`src/hw/rtl/assert_macros.svh`:
```
// assertion macros used by the allocator core
`ifndef ASSERT_MACROS_SVH
`define ASSERT_MACROS_SVH

// property must hold at every rising clock edge outside reset
`define ASSERT_PROP(label, clk, rst, prop, msg) \
  label: assert property (@(posedge clk) disable iff (rst) prop) else $error(msg);

// expression must never be true outside reset
`define ASSERT_NEVER(label, clk, rst, expr, msg) \
  label: assert property (@(posedge clk) disable iff (rst) !(expr)) else $error(msg);

`endif

```
`src/hw/rtl/fpba_pkg.sv`:
```
// shared types and constants of the fit policy block allocator
package fpba_pkg;

  localparam int NUM_BLOCKS_DEF = 16;
  localparam int SIZE_BITS_DEF  = 16;

  localparam int IDX_FIELD_W  = 4;
  localparam int SIZE_FIELD_W = 16;
  localparam int CNT_FIELD_W  = 5;
  localparam int CFG_IDX_W    = 2;

  localparam logic [CFG_IDX_W-1:0] CFG_FIT_POLICY    = 2'd0;
  localparam logic [CFG_IDX_W-1:0] CFG_BLOCKS_IN_USE = 2'd1;

  localparam logic REQ_LOAD  = 1'b0;
  localparam logic REQ_ALLOC = 1'b1;

  typedef enum logic [1:0] {
    FIT_FIRST,
    FIT_BEST,
    FIT_WORST,
    FIT_NEXT
  } fit_policy_t;

  typedef enum logic [1:0] {
    ST_IDLE,
    ST_SCAN,
    ST_DRAIN,
    ST_COMMIT
  } fpba_state_t;

  // control from the sequencer to the picker
  typedef struct packed {
    logic clear;
    logic sample;
    logic take_min;
    logic take_max;
  } pick_ctl_t;

endpackage

```
`src/hw/rtl/fpba_cap_mem.sv`:
```
// capacity memory with per-entry valid bits; unwritten entries read as zero
module fpba_cap_mem #(
  parameter int DEPTH = 16,
  parameter int WIDTH = 16,
  parameter int IDX_W = 4
) (
  input  logic             clk,
  input  logic             rst,
  input  logic             wr_en,
  input  logic [IDX_W-1:0] wr_addr,
  input  logic [WIDTH-1:0] wr_data,
  input  logic             rd_en,
  input  logic [IDX_W-1:0] rd_addr,
  output logic [WIDTH-1:0] rd_data
);

  logic [WIDTH-1:0] mem [DEPTH];
  logic [DEPTH-1:0] valid;
  logic [WIDTH-1:0] rd_q;
  logic             rd_valid_q;

  always_ff @(posedge clk) begin
    if (wr_en) begin
      mem[wr_addr] <= wr_data;
    end
    if (rd_en) begin
      rd_q <= mem[rd_addr];
    end
  end

  always_ff @(posedge clk) begin
    if (rst) begin
      valid <= '0;
    end else if (wr_en) begin
      valid[wr_addr] <= 1'b1;
    end
  end

  always_ff @(posedge clk) begin
    if (rd_en) begin
      rd_valid_q <= valid[rd_addr];
    end
  end

  assign rd_data = rd_valid_q ? rd_q : '0;

endmodule

```
`src/hw/rtl/fpba_picker.sv`:
```
// keeps the best candidate block seen so far during a scan
module fpba_picker import fpba_pkg::*; #(
  parameter int IDX_W     = 4,
  parameter int SIZE_BITS = 16
) (
  input  logic                 clk,
  input  logic                 rst,
  input  pick_ctl_t            ctl,
  input  logic [IDX_W-1:0]     rd_idx,
  input  logic [SIZE_BITS-1:0] rd_cap,
  input  logic [SIZE_BITS-1:0] size,
  output logic                 found,
  output logic [IDX_W-1:0]     pick_idx,
  output logic [SIZE_BITS-1:0] pick_cap
);

  logic fits;
  logic take;

  assign fits = rd_cap >= size;
  // first and next fit keep the first hit in scan order
  assign take = ctl.sample && fits &&
                (!found || (ctl.take_min && rd_cap < pick_cap) ||
                 (ctl.take_max && rd_cap > pick_cap));

  always_ff @(posedge clk) begin
    if (rst) begin
      found <= 1'b0;
    end else if (ctl.clear) begin
      found <= 1'b0;
    end else if (take) begin
      found <= 1'b1;
    end
  end

  always_ff @(posedge clk) begin
    if (take) begin
      pick_idx <= rd_idx;
      pick_cap <= rd_cap;
    end
  end

endmodule

```
`src/hw/rtl/fit_policy_block_allocator_core.sv`:
```
// fit policy block allocator: sequencer, config registers and result register
// a load goes from idle straight to commit; an allocate scans count blocks, then drains
// and commits, count being blocks_in_use saturated at NUM_BLOCKS, or commits directly when count is zero
// one item in flight; the next is accepted while the result word waits at the output
// reset clears the capacity table (valid bits) and next fit pointer, and sets the config to first fit, sixteen blocks
module fit_policy_block_allocator_core import fpba_pkg::*; #(
  parameter int NUM_BLOCKS = NUM_BLOCKS_DEF,
  parameter int SIZE_BITS  = SIZE_BITS_DEF
) (
  input  logic                 clk,
  input  logic                 rst,
  input  logic                 s_tvalid,
  output logic                 s_tready,
  input  logic [23:0]          s_tdata,   // block_index, req_size, zero pad
  input  logic [0:0]           s_tuser,   // req_type
  output logic                 m_tvalid,
  input  logic                 m_tready,
  output logic [23:0]          m_tdata,   // chosen_block, remaining, zero pad
  output logic [0:0]           m_tuser,   // granted
  input  logic                 cfg_valid,
  output logic                 cfg_ready,
  input  logic [CFG_IDX_W-1:0] cfg_index,
  input  logic [4:0]           cfg_data
);

  localparam int IDX_W = $clog2(NUM_BLOCKS);
  localparam int CNT_W = $clog2(NUM_BLOCKS + 1);

  fpba_state_t state, state_next;

  fit_policy_t              fit_policy;
  logic [CNT_FIELD_W-1:0]   blocks_in_use;
  logic [IDX_W-1:0]         nf_start;

  logic                     item_type;
  logic [IDX_FIELD_W-1:0]   item_idx;
  logic [SIZE_BITS-1:0]     item_size;

  logic [IDX_W-1:0]         scan_addr;
  logic [CNT_W-1:0]         scan_cnt;
  logic                     rd_pend;
  logic [IDX_W-1:0]         rd_idx;

  logic                     out_granted;
  logic [IDX_FIELD_W-1:0]   out_block;
  logic [SIZE_FIELD_W-1:0]  out_rem;

  logic [CNT_W-1:0]         count;
  logic [IDX_W-1:0]         start_eff;
  logic                     accept;
  logic                     scan_last;
  logic                     addr_last;
  logic                     commit_go;
  logic                     load_ok;
  logic                     res_granted;
  logic                     mem_we;
  logic [IDX_W-1:0]         mem_waddr;
  logic [SIZE_BITS-1:0]     mem_wdata;
  logic                     rd_en;
  logic [SIZE_BITS-1:0]     rd_cap;
  pick_ctl_t                pick_ctl;
  logic                     pick_found;
  logic [IDX_W-1:0]         pick_idx;
  logic [SIZE_BITS-1:0]     pick_cap;

  // block count saturates at the table depth
  assign count = (32'(blocks_in_use) > NUM_BLOCKS) ? CNT_W'(NUM_BLOCKS)
                                                   : CNT_W'(blocks_in_use);
  assign start_eff = (fit_policy == FIT_NEXT && 32'(nf_start) < 32'(count))
                     ? nf_start : '0;

  assign accept    = s_tvalid && s_tready;
  assign scan_last = 32'(scan_cnt) == 32'(count) - 1;
  assign addr_last = 32'(scan_addr) == 32'(count) - 1;
  assign load_ok   = 32'(item_idx) < 32'(count);
  assign cfg_ready = 1'b1;

  always_comb begin
    state_next = state;
    unique case (state)
      ST_IDLE: begin
        if (accept) begin
          if (s_tuser[0] == REQ_ALLOC && count != '0) begin
            state_next = ST_SCAN;
          end else begin
            state_next = ST_COMMIT;
          end
        end
      end
      ST_SCAN: begin
        if (scan_last) begin
          state_next = ST_DRAIN;
        end
      end
      ST_DRAIN: begin
        state_next = ST_COMMIT;
      end
      ST_COMMIT: begin
        if (commit_go) begin
          state_next = ST_IDLE;
        end
      end
      default: begin
        state_next = ST_IDLE;
      end
    endcase
  end

  always_comb begin
    s_tready          = state == ST_IDLE;
    rd_en             = state == ST_SCAN;
    commit_go         = (state == ST_COMMIT) && (!m_tvalid || m_tready);
    pick_ctl.clear    = accept;
    pick_ctl.sample   = rd_pend;
    pick_ctl.take_min = fit_policy == FIT_BEST;
    pick_ctl.take_max = fit_policy == FIT_WORST;
    if (item_type == REQ_ALLOC) begin
      res_granted = pick_found;
      mem_waddr   = pick_idx;
      mem_wdata   = pick_cap - item_size;
    end else begin
      res_granted = load_ok;
      mem_waddr   = IDX_W'(item_idx);
      mem_wdata   = item_size;
    end
    mem_we = commit_go && res_granted;
  end

  always_ff @(posedge clk) begin
    if (rst) begin
      state         <= ST_IDLE;
      fit_policy    <= FIT_FIRST;
      blocks_in_use <= CNT_FIELD_W'(16);
      nf_start      <= '0;
      rd_pend       <= 1'b0;
      m_tvalid      <= 1'b0;
    end else begin
      state   <= state_next;
      rd_pend <= rd_en;
      if (cfg_valid && cfg_ready) begin
        unique case (cfg_index)
          CFG_FIT_POLICY:    fit_policy <= fit_policy_t'(cfg_data[1:0]);
          CFG_BLOCKS_IN_USE: blocks_in_use <= cfg_data;
          default: begin
          end
        endcase
      end
      if (commit_go && item_type == REQ_ALLOC && pick_found && fit_policy == FIT_NEXT) begin
        nf_start <= pick_idx;
      end
      if (commit_go) begin
        m_tvalid <= 1'b1;
      end else if (m_tready) begin
        m_tvalid <= 1'b0;
      end
    end
  end

  always_ff @(posedge clk) begin
    if (accept) begin
      item_type <= s_tuser[0];
      item_idx  <= s_tdata[3:0];
      item_size <= SIZE_BITS'(s_tdata[19:4]);
      scan_addr <= start_eff;
      scan_cnt  <= '0;
    end else if (state == ST_SCAN) begin
      scan_cnt  <= scan_cnt + CNT_W'(1);
      scan_addr <= addr_last ? '0 : scan_addr + IDX_W'(1);
    end
    rd_idx <= scan_addr;
    if (commit_go) begin
      out_granted <= res_granted;
      if (res_granted) begin
        out_block <= (item_type == REQ_ALLOC) ? IDX_FIELD_W'(pick_idx) : item_idx;
        out_rem   <= SIZE_FIELD_W'(mem_wdata);
      end else begin
        out_block <= '0;
        out_rem   <= '0;
      end
    end
  end

  assign m_tdata = {4'b0, out_rem, out_block};
  assign m_tuser = out_granted;

  fpba_cap_mem #(
    .DEPTH (NUM_BLOCKS),
    .WIDTH (SIZE_BITS),
    .IDX_W (IDX_W)
  ) u_cap_mem (
    .clk     (clk),
    .rst     (rst),
    .wr_en   (mem_we),
    .wr_addr (mem_waddr),
    .wr_data (mem_wdata),
    .rd_en   (rd_en),
    .rd_addr (scan_addr),
    .rd_data (rd_cap)
  );

  fpba_picker #(
    .IDX_W     (IDX_W),
    .SIZE_BITS (SIZE_BITS)
  ) u_picker (
    .clk      (clk),
    .rst      (rst),
    .ctl      (pick_ctl),
    .rd_idx   (rd_idx),
    .rd_cap   (rd_cap),
    .size     (item_size),
    .found    (pick_found),
    .pick_idx (pick_idx),
    .pick_cap (pick_cap)
  );

`include "assert_macros.svh"

  `ASSERT_PROP(a_alloc_scans, clk, rst, (accept && s_tuser[0] == REQ_ALLOC && count != '0) |=> state == ST_SCAN, "allocate did not start a scan")
  `ASSERT_NEVER(a_rd_wr_overlap, clk, rst, rd_en && mem_we, "capacity read overlaps write back")
  `ASSERT_PROP(a_scan_in_range, clk, rst, (state == ST_SCAN) |-> 32'(scan_addr) < 32'(count), "scan address beyond blocks in use")
  `ASSERT_PROP(a_pick_in_range, clk, rst, (state == ST_COMMIT && pick_found) |-> 32'(pick_idx) < 32'(count), "picked block beyond blocks in use")

endmodule

```
`config.mk`:
```
export PLATFORM = sky130hd
export DESIGN_NAME = fit_policy_block_allocator_core
export DESIGN_NICKNAME = d
export VERILOG_FILES = /design/src/hw/rtl/fpba_pkg.sv /design/src/hw/rtl/fpba_cap_mem.sv /design/src/hw/rtl/fpba_picker.sv /design/src/hw/rtl/fit_policy_block_allocator_core.sv
export VERILOG_INCLUDE_DIRS = /design/src /design/src/hw/rtl
export SDC_FILE = /design/constraint.sdc
export NUM_CORES = 1
export LEC_CHECK = 0
export ABC_AREA = 1
export ABC_CLOCK_PERIOD_IN_PS = 2750
export BUFFER_PORTS_ARGS = -buffer_cell sky130_fd_sc_hd__buf_2
export CORE_MARGIN = 5
export CORE_UTILIZATION = 30
export DETAILED_ROUTE_END_ITERATION = 8
export MAX_ROUTING_LAYER = met4
export SLEW_MARGIN = 30
export SYNTH_ARGS = -nofsm -noshare
export SYNTH_HDL_FRONTEND = slang
export SYNTH_SLANG_ARGS = --single-unit
export TNS_END_PERCENT = 50
```
`constraint.sdc`:
```
create_clock -name clk -period 2.75 [get_ports clk]
set_input_delay 0.55 -clock clk [delete_from_list [all_inputs] [get_ports clk]]
set_output_delay 0.55 -clock clk [all_outputs]
set_load 0.02 [all_outputs]
```
==> results of run 1 <==
flip-flops by register name, summed over array words and instances, names as in the netlist, 5 cells and up:
name,count
u_cap_mem.mem,256
item_size,16
out_rem,16
u_cap_mem.rd_q,16
u_cap_mem.valid,16
u_picker.pick_cap,16
blocks_in_use,5
scan_cnt,5
cell families after synthesis:
kind of cell | Yosys count
buffers and inverters | 278
xor gates and xnor gates | 12
AOI/OAI and AO/OA | 350
adders and majority gates | 62
and+or+nand+nor | 343
other | 2
muxes | 64
DFF | 380
metal layers:
layer | vias to the layer above | share of wire | track usage
li1 | 5418 | - | -
met1 | 5344 | 0.44 | 0.169
met2 | 268 | 0.48 | 0.216
met3 | 60 | 0.055 | 0.0272
met4 | 0 | 0.022 | 0.0408
met5 | - | 0 | -
what timing repair did:
| action | in CTS | in global routing |
|---|---|---|
| resized for setup | 0 | 8 |
| setup buffers | 0 | 1 |
| setup endpoints to repair | 0 | 69 |
worst max-delay path, cell delays in order (launching register included):
cell and delay, ns:
edfxtp_1 0.41, inv_1 0.11, ha_1 0.28, a21oi_1 0.14
nand2_1 0.16, nand2_1 0.10, nand2_1 0.11, xnor2_1 0.15
nand2_1 0.06, o21ai_0 0.28, inv_1 0.40
how the worst max path moves through the flow:
stage / from / depth (start not counted) / slack (ns) / endpoint
after CTS: u_cap_mem.rd_valid_q$_DFFE_PP_ / 14 / 0.10 / u_picker.pick_cap[4]$_DFFE_PP_
after global placement: item_size[0]$_DFFE_PP_ / 13 / 0.12 / u_cap_mem.mem[15][14]$_DFFE_PP_
after global routing: item_size[0]$_DFFE_PP_ / 13 / 0.003 / u_cap_mem.mem[10][10]$_DFFE_PP_
final: item_size[2]$_DFFE_PP_ / 10 / 0.19 / u_cap_mem.mem[7][5]$_DFFE_PP_
after floorplan: u_cap_mem.rd_valid_q$_DFFE_PP_ / 14 / 0.06 / u_picker.pick_cap[0]$_DFFE_PP_
after detailed placement: u_cap_mem.rd_valid_q$_DFFE_PP_ / 14 / 0.11 / u_picker.pick_cap[15]$_DFFE_PP_
Yosys cell counts (all sizes together) (6+ instances only):
cell type | instances | share of area
a21oi | 141 | 0.042
buf | 37 | 0.013
clkbuf | 27 | 0.0059
dfxtp | 41 | 0.048
edfxtp | 339 | 0.59
ha | 61 | 0.045
inv | 214 | 0.047
mux2i | 64 | 0.037
nand2 | 175 | 0.040
nand3 | 67 | 0.020
nor2 | 79 | 0.019
nor3 | 8 | 0.0023
o211ai | 66 | 0.029
o21ai | 129 | 0.038
or2 | 7 | 0.0026
xnor2 | 6 | 0.0031
xor2 | 6 | 0.0031
power groups by stage:
stage	combinational (mW)	sequential, mW	clock, mW
3_3_place_gp	5.98	7.65	0
6_report	6.11	7.53	5.25
2_1_floorplan	4.10	7.61	0
5_1_grt	6.87	7.58	5.61
4_1_cts	6.11	7.54	5.37
3_5_place_dp	6.09	7.66	0
layout make-up:
class | count | area [sq um] | area share
repair inverters | 1 | 7.51 | 0.000374
clock inverters | 24 | 203 | 0.0101
multi-input cells | 836 | 5020 | 0.250
diodes | 1 | 2.50 | 0.000125
flip-flops and latches | 380 | 11000 | 0.549
well taps | 756 | 946 | 0.0472
clock buffers | 50 | 1080 | 0.0538
inverters | 214 | 810 | 0.0404
repair buffers | 110 | 988 | 0.0493
==> results.md, run 1 <==
* Outcome: complete, no violations
* DR vias/cell at 4.68
* Startpoint types: register
* Pins over their slew limit at 0
* Placed cell count at 2295
* DRC Markers at 0
* Vias at 11090
* Post-route cell area at 0.0201 sq mm
* Synth Register Bits at 380
* Least-Margin Pin Slew at 0.732 ns
* Static leakage at 7.86 nW
* Fin crit share at 0.932
* Place WS at 0.113 ns
* First-pass GRT wire length at 63200 microns
* Unique masters post-synth at 46
* Final hold violation count at 0
* Die X at 249 microns
* Clk slew on worst S/H paths at 0.06 ns
* Root buffer cell: clkbuf_16
* Worst hold slack at 0.164 ns
* Die H at 249 microns
* Reg-to-Reg End: u_cap_mem.mem[7][5]$_DFFE_PP_
* Hold Path End: item_size[14]$_DFFE_PP_
* Main flop type after synthesis: edfxtp_1
* Setup TNS at 0 ns
* Initial core utilization at 0.303
* Crit. End Element: register
* CTS tree: yes
* Syn avg cell area at 11.5 sq um
* Combinational cell fraction of total power at 0.323
* Slew margin rel. at 0.507
* WP data arrival at 2.76 ns
* Post-synthesis compound-gate area fraction at 0.116
* Die area at 0.0619 sq mm
* # nets final at 1683
* CTS H-tree depth at 2
* Xor-xnor portion of the synthesized cell area at 0.00614
* Path type of the worst min-delay path: primary input to register
* Top Ports at 65
* CTS Buf Count at 41
* Most common cell after layout, fill and taps aside: edfxtp_1
* Fillers at 5468
* Synthesized instance count at 1491
* Post-synthesis simple-gate area fraction at 0.0861
* Async SR Flop Fraction at 0
* Layout Skew at 0.0255 ns
* Clock tree buffer depth at 3
* Flop pwr share at 0.399
* Layout Utilization at 0.355
* Placed Area at 0.0187 sq mm
* Pwr dens at 942 mW/mm^2
* EDFF count, synth at 339
* Clock power frac at 0.278
* Hold Path Origin: s_tdata[18]
* RSZ-0062 raised after global routing: no
* Largest family of logic cells by synthesized area: compound AO/OA/AOI/OAI gates
* Post-synthesis sequential area ratio at 0.643
* Mux contribution to synthesized area at 0.0374
* Wire length per cell at 17.2 microns
* Largest net degree at the start of global routing at 76
* Final Power at 18.9 mW
* Final WS setup at 0.188 ns
* Worst hold stages at 1
* Internal Power at 12.3 mW
* Final HPWL DP at 25900 microns
* Drt total wl at 40900 microns
* DRT Pass-1 Iters at 5
* Reg2Reg Depth at 10
* Fmax achieved at 390 MHz
* Endpoints failing setup at 0
* R2r setup slk at 0.19 ns
* GRT Residual Overflow at 0
* Worst VDD drop at 0.000519 V
* Hold buffers post-CTS at 0
* Switch Pwr at 6.57 mW
* Initial DRC count at 846
* Critical path class: register to register
* Synthesized-area fraction occupied by adder cells at 0.0458
* Area Growth Syn to Fin at 17.2%
* Clock Sink Count at 380
* Max-Cap Viols at 0
* Worst skew pair latency at 0.57 ns
* Core area at 0.0565 sq mm
* PortBufs at 55
* Mapped Area at 0.0171 sq mm
* Most frequent cells in the layout: edfxtp_1 (339), inv_1 (205), nand2_1 (169)
* GRT Util Overall at 0.133
* Post-DRT Antenna Nets at 0
* Post-layout min period at 2.56 ns
* Warnings, synthesis at 0
* Fraction of layout cells with a size suffix above 1 at 0.129
* Peak fanout along the critical path at 16
* Vias in the first global route at 11116
* RR Startpoint: item_size[2]$_DFFE_PP_
* GPL Wtd Cong at 0.858
* Worst Path Required at 2.95 ns
* Initial antenna violation count at 1
* Row cnt at 87
* Sw Ratio at 0.348
* Non-Filler Instances at 2372
Power figures use the tool's default switching activity.
==> run 2, diff against run 1 <==
--- a/config.mk
+++ b/config.mk
@@ -7,12 +7,12 @@
 export NUM_CORES = 1
 export LEC_CHECK = 0
 export ABC_AREA = 1
-export ABC_CLOCK_PERIOD_IN_PS = 2750
 export BUFFER_PORTS_ARGS = -buffer_cell sky130_fd_sc_hd__buf_2
 export CORE_MARGIN = 5
 export CORE_UTILIZATION = 30
 export DETAILED_ROUTE_END_ITERATION = 8
 export MAX_ROUTING_LAYER = met4
+export REMOVE_ABC_BUFFERS = 1
 export SLEW_MARGIN = 30
 export SYNTH_ARGS = -nofsm -noshare
 export SYNTH_HDL_FRONTEND = slang
==> run 2 against run 1 <==
  * Routed wire length down 1.2%
  * Worst setup slack worse by 0.022 ns
  * Clock power up 5.1%
  * Clock skew up 0.0028 ns
  * Non-clock buffer count down 2
  * Critical path depth up 2
  * Final cell count down 0.13%
  * Sequential cell count unchanged
  * First-iteration DRC count down 15%
  * Critical path type unchanged
  * Highest routed layer unchanged
==> results.md, run 2 (same netlist as run 1, synthesis figures left out) <==
* DRT Pass-1 Iters at 5
* Fmax achieved at 387 MHz
* Top sig layer: met4
* Clock Sink Count at 380
* Post-DRT Antenna Nets at 0
* Slew margin rel. at 0.506
* Most frequent cells in the layout: edfxtp_1 (339), inv_1 (205), nand2_1 (169)
* CTS Buf Count at 40
* Final HPWL DP at 25600 microns
* Core area at 0.0565 sq mm
* Clk slew on worst S/H paths at 0.06 ns
* Die area at 0.0619 sq mm
* DRC Markers at 0
* Final WS setup at 0.166 ns
* Routed met2 length at 20300 microns
* Initial core utilization at 0.303
* CTS tree: yes
* Outcome: complete, no violations
* CTS H-tree depth at 2
* Routed wl met3 at 1840 microns
* Non-Filler Instances at 2369
* First-pass GRT wire length at 61900 microns
* Static leakage at 7.88 nW
* DR vias/cell at 4.70
* Initial antenna violation count at 0
* Top Ports at 65
* Fraction of layout cells with a size suffix above 1 at 0.126
* GRT Util Overall at 0.129
* Worst Path Required at 3.02 ns
* Die X at 249 microns
* Post-layout min period at 2.58 ns
* Footprint of the multi-input gates at 0.00501 sq mm
* Worst VDD drop at 0.000605 V
* Final hold violation count at 0
* Fillers at 5456
* Fin crit share at 0.940
* FF+latch area at 0.0110 sq mm
* # nets final at 1680
* PortBufs at 55
* Max reg flops at 256
* Vias at 11123
* Largest net degree at the start of global routing at 77
* Peak fanout along the critical path at 16
* Drt total wl at 40400 microns
* Place WS at 0.0800 ns
* Wire length per cell at 17.0 microns
* Most common cell after layout, fill and taps aside: edfxtp_1
* Root buffer cell: clkbuf_16
* Critical path class: register to register
* Least-Margin Pin Slew at 0.733 ns
* Largest reg by FF count: u_cap_mem.mem
* WP data arrival at 2.85 ns
* Worst skew pair latency at 0.56 ns
* GRT Residual Overflow at 0
* Path type of the worst min-delay path: primary input to register
* Hold Path Origin: s_tdata[14]
* Met1 WL at 17300 microns
* Vias in the first global route at 10896
* Pwr dens at 953 mW/mm^2
* Crit. End Element: register
* # diodes at 0
* GPL Wtd Cong at 0.860
* Clock tree buffer depth at 3
* Row cnt at 87
* Max-Cap Viols at 0
* RR Startpoint: item_size[0]$_DFFE_PP_
* Area Growth Syn to Fin at 17.5%
* Initial DRC count at 715
* Pins over their slew limit at 0
* Placed cell count at 2292
* Startpoint types: register
* Endpoints failing setup at 0
* Critical Path Start: item_size[0]$_DFFE_PP_
* Die H at 249 microns
* Layout Skew at 0.0283 ns
-- run 2: area by class of cell --
| type | count | share of cell area |
|---|---|---|
| timing repair buffer | 108 | 0.0484 |
| clock buffer | 47 | 0.0531 |
| inverter | 214 | 0.0403 |
| multi-input combinational | 836 | 0.249 |
| timing repair inverter | 1 | 0.000373 |
| sequential | 380 | 0.547 |
| clock inverter | 27 | 0.0149 |
| tap | 756 | 0.0470 |
-- run 2: routing by layer --
layer | up-vias | track usage
met2 | 256 | 0.225
met5 | - | -
met3 | 67 | 0.0220
met1 | 5390 | 0.157
li1 | 5410 | -
met4 | 0 | 0.0350
-- run 2: what timing repair did --
item | CTS | global route
buffers inserted | 0 | 2
endpoints found under the setup margin | 0 | 66
gates resized for setup | 0 | 5
hold buffers | 0 | 0
-- run 2: worst paths after layout --
check                              endpoint  cells after the start  slack (ns)
max reg2reg   u_cap_mem.mem[8][6]$_DFFE_PP_                     12        0.17
min reg2reg  u_picker.pick_idx[2]$_DFFE_PP_                      0        0.41
min                 item_size[10]$_DFFE_PP_                      1        0.17
max           u_cap_mem.mem[8][6]$_DFFE_PP_                     12        0.17
-- run 2: stage by stage --
stage | hold WS [ns] | util | setup TNS, ns | power (mW) | instance area (sq um)
floorplan | 0.386 | - | -53.88 | 11.3 | 16800
global placement | 0.386 | 0.331 | 0 | 13.6 | 18700
detailed placement | 0.396 | 0.331 | 0 | 13.7 | 18700
CTS | 0.140 | 0.355 | 0 | 19.3 | 20100
global route | 0.140 | 0.356 | -0.314 | 20.3 | 20100
finish | 0.165 | 0.356 | 0 | 19.2 | 20100
-- run 2: report_power, final --
| part | switching (mW) | internal [mW] |
|---|---|---|
| Clock | 2.25 | 3.28 |
| Sequential | 0.181 | 7.30 |
| Combinational | 4.15 | 2.01 |
-- run 2: worst max-delay path: stages, from the launching register on --
cell	delay, ns
edfxtp_1	0.41
ha_1	0.25
fa_1	0.38
inv_1	0.10
nand3_1	0.07
nand2_1	0.11
nand2_1	0.06
nand2_1	0.13
xnor2_1	0.13
nand2_1	0.06
o21ai_0	0.28
inv_1	0.11
buf_4	0.22
==> run 3, diff against run 2 <==
--- a/config.mk
+++ b/config.mk
@@ -16,5 +16,6 @@
 export SLEW_MARGIN = 30
 export SYNTH_ARGS = -nofsm -noshare
 export SYNTH_HDL_FRONTEND = slang
+export SYNTH_HIERARCHICAL = 1
 export SYNTH_SLANG_ARGS = --single-unit
 export TNS_END_PERCENT = 50
==> run 3 against run 2 <==
  * Area after synthesis rose by 4.8%
  * Power rose by 3.7%
  * First-iteration DRC count fell by 1.3%
  * Largest power group unchanged
==> results.md, run 3 <==
* Final hold violation count at 0
* Worst hold slack at 0.161 ns
* Initial core utilization at 0.303
* Worst VDD drop at 0.000651 V
* PortBufs at 55
* Clock tree buffer depth at 3
* Post-synthesis sequential area ratio at 0.613
* Fraction of layout cells with a size suffix above 1 at 0.121
* Path type of the worst min-delay path: primary input to register
* Main flop type after synthesis: edfxtp_1
* Initial antenna violation count at 0
* Initial DRC count at 706
* Synth area leaders: edfxtp_1 (57%), nand2_1 (11%), inv_1 (7.4%)
* Drt total wl at 43500 microns
* First-pass GRT wire length at 67800 microns
* Largest net degree at the start of global routing at 143
* Synthesized instance count at 1874
* Async SR Flop Fraction at 0
* Die area at 0.0648 sq mm
* Final HPWL DP at 29100 microns
* Slew margin rel. at 0.533
* Synth cell count leaders: nand2_1 (510), inv_1 (355), edfxtp_1 (339)
* Die H at 255 microns
* Root buffer cell: clkbuf_16
* Clk slew on worst S/H paths at 0.06 ns
* RR Startpoint: blocks_in_use[2]$_SDFFE_PP0P_
* Layout Skew at 0.0262 ns
* Pins over their slew limit at 0
* Die X at 255 microns
* Crit. End Element: register
* Synth Register Bits at 380
* Most frequent cells in the layout: nand2_1 (508), inv_1 (353), edfxtp_1 (339)
* Worst skew pair latency at 0.56 ns
* Endpoints failing setup at 0
* # nets final at 2094
* EDFF count, synth at 339
* Startpoint types: register
* DRC Markers at 0
* Outcome: complete, no violations
* Row cnt at 89
* Unique masters post-synth at 46
* Reg-to-Reg End: u_cap_mem/mem[6][5]$_DFFE_PP_
* GRT Residual Overflow at 0
* Mapped Area at 0.0179 sq mm
* Pwr dens at 937 mW/mm^2
* Worst hold stages at 1
* Reg2Reg Depth at 18
* Peak fanout along the critical path at 4
* Static leakage at 9.43 nW
* CTS Buf Count at 42
* Fmax achieved at 378 MHz
* CTS tree: yes
* Largest reg by FF count: u_cap_mem/mem
* Hold Path End: item_idx[2]$_DFFE_PP_
* Top Ports at 65
* Fin crit share at 0.961
* Vias at 12670
* Hold Path Origin: s_tdata[2]
* Post-DRT Antenna Nets at 0
* Largest area contributor in the netlist: edfxtp_1
* Wire length per cell at 15.6 microns
* DR vias/cell at 4.53
* Final Power at 19.9 mW
* # diodes at 0
* Vias in the first global route at 12356
* Area Growth Syn to Fin at 18.2%
* Hold buffers post-CTS at 0
* R2r setup slk at 0.11 ns
* Synth top area share at 0.568
* Clock Sink Count at 380
* WP data arrival at 2.92 ns
* Least-Margin Pin Slew at 0.696 ns
* Critical path class: register to register
* Max reg flops at 256
* Worst Path Required at 3.02 ns
* Syn avg cell area at 9.57 sq um
* CTS H-tree depth at 2
* Warnings, synthesis at 6
* Most common cell after layout, fill and taps aside: nand2_1
* Max-Cap Viols at 0
* RSZ-0062 raised after global routing: yes
* DRT Pass-1 Iters at 6
* Top-count cell post-synth: nand2_1
* Core area at 0.0591 sq mm
* GRT Util Overall at 0.137
* GPL Wtd Cong at 0.872
* Post-layout min period at 2.64 ns
-- run 3: how the worst max path moves through the flow --
| stage | cells after the start | slack (ns) | start | endpoint |
|---|---|---|---|---|
| 3_3_place_gp | 18 | -0.12 | blocks_in_use[0]$_SDFFE_PP0P_ | u_cap_mem/mem[5][0]$_DFFE_PP_ |
| 2_1_floorplan | 7 | -2.13 | scan_addr[0]$_DFFE_PP_ | u_cap_mem/rd_q[10]$_DFFE_PP_ |
| 4_1_cts | 19 | 0.03 | blocks_in_use[3]$_SDFFE_PP0P_ | u_cap_mem/mem[6][15]$_DFFE_PP_ |
| 3_5_place_dp | 18 | -0.10 | blocks_in_use[0]$_SDFFE_PP0P_ | u_cap_mem/mem[6][1]$_DFFE_PP_ |
| 5_1_grt | 18 | -0.002 | blocks_in_use[2]$_SDFFE_PP0P_ | u_cap_mem/mem[6][5]$_DFFE_PP_ |
| 6_report | 18 | 0.11 | blocks_in_use[2]$_SDFFE_PP0P_ | u_cap_mem/mem[6][5]$_DFFE_PP_ |
-- run 3: layer usage --
metal	up-vias	wire length, microns	track usage
met5	-	0	-
met4	0	1050	0.0365
met3	72	2480	0.0254
met2	297	20900	0.227
met1	6027	19100	0.175
li1	6274	-	-
-- run 3: per-stage QoR --
step / TNS (ns) / cell area [sq um] / utilization / instances / worst slack (ns)
detailed placement: -9.36 / 19700 / 0.333 / 2716 / -0.104
CTS: 0 / 21200 / 0.359 / 2799 / 0.0291
finish: 0 / 21200 / 0.359 / 2798 / 0.106
global placement: -19.50 / 19700 / 0.333 / 2716 / -0.122
floorplan: -85.34 / 17600 / - / 1807 / -2.13
global route: -0.00460 / 21200 / 0.359 / 2798 / -0.00189
-- run 3: what timing repair did --
action                                  CTS  global route
endpoints found under the setup margin  258           223
resized for setup                        12             4
gates cloned                              2             0
pin swaps                                 7             5
buffers inserted                          7             1
endpoints found under the hold margin     0             0
-- run 3: where the power goes --
part           internal [mW]  switching [mW]  leakage (nW)
Combinational           2.05            4.78          5.37
Clock                   3.24            2.21         0.647
Sequential              7.35           0.237          3.41
-- run 3: worst max-delay path, stage by stage (launching register included) --
cell and delay (ns):
dfxtp_2 0.32, nor2_2 0.12, nand2_1 0.08, nand2_2 0.07, nand2_2 0.07, ha_4 0.24
inv_1 0.05, nor2_1 0.04, o2111ai_1 0.08, o2111ai_2 0.16, nand2_2 0.13, inv_2 0.06
nor2_4 0.10, inv_2 0.07, nor3_2 0.11, buf_4 0.14, inv_2 0.05, nor2_4 0.17
bufbuf_16 0.29
-- run 3: layout make-up --
class                      count  area [sq um]
fill                        5823         37900
sequential                   380         11000
multi-input combinational   1064          5300
inverter                     363          1370
timing repair buffer         144          1230
clock buffer                  54          1120
tap                          773           967
clock inverter                20           214
-- run 3: cells by family (layout without fill, tap and decap cells) --
logic type               Yosys count  after routing  synth area share
AO/OA/AOI/OAI                    112            112            0.0349
XOR/XNOR                          15             15           0.00732
adder cells (fa/ha/maj)           62             62            0.0437
buffers and inverters            433            581            0.0954
flip-flops                       380            380             0.613
other                              2              5          0.000419
AND/OR/NAND/NOR                  870            870             0.205
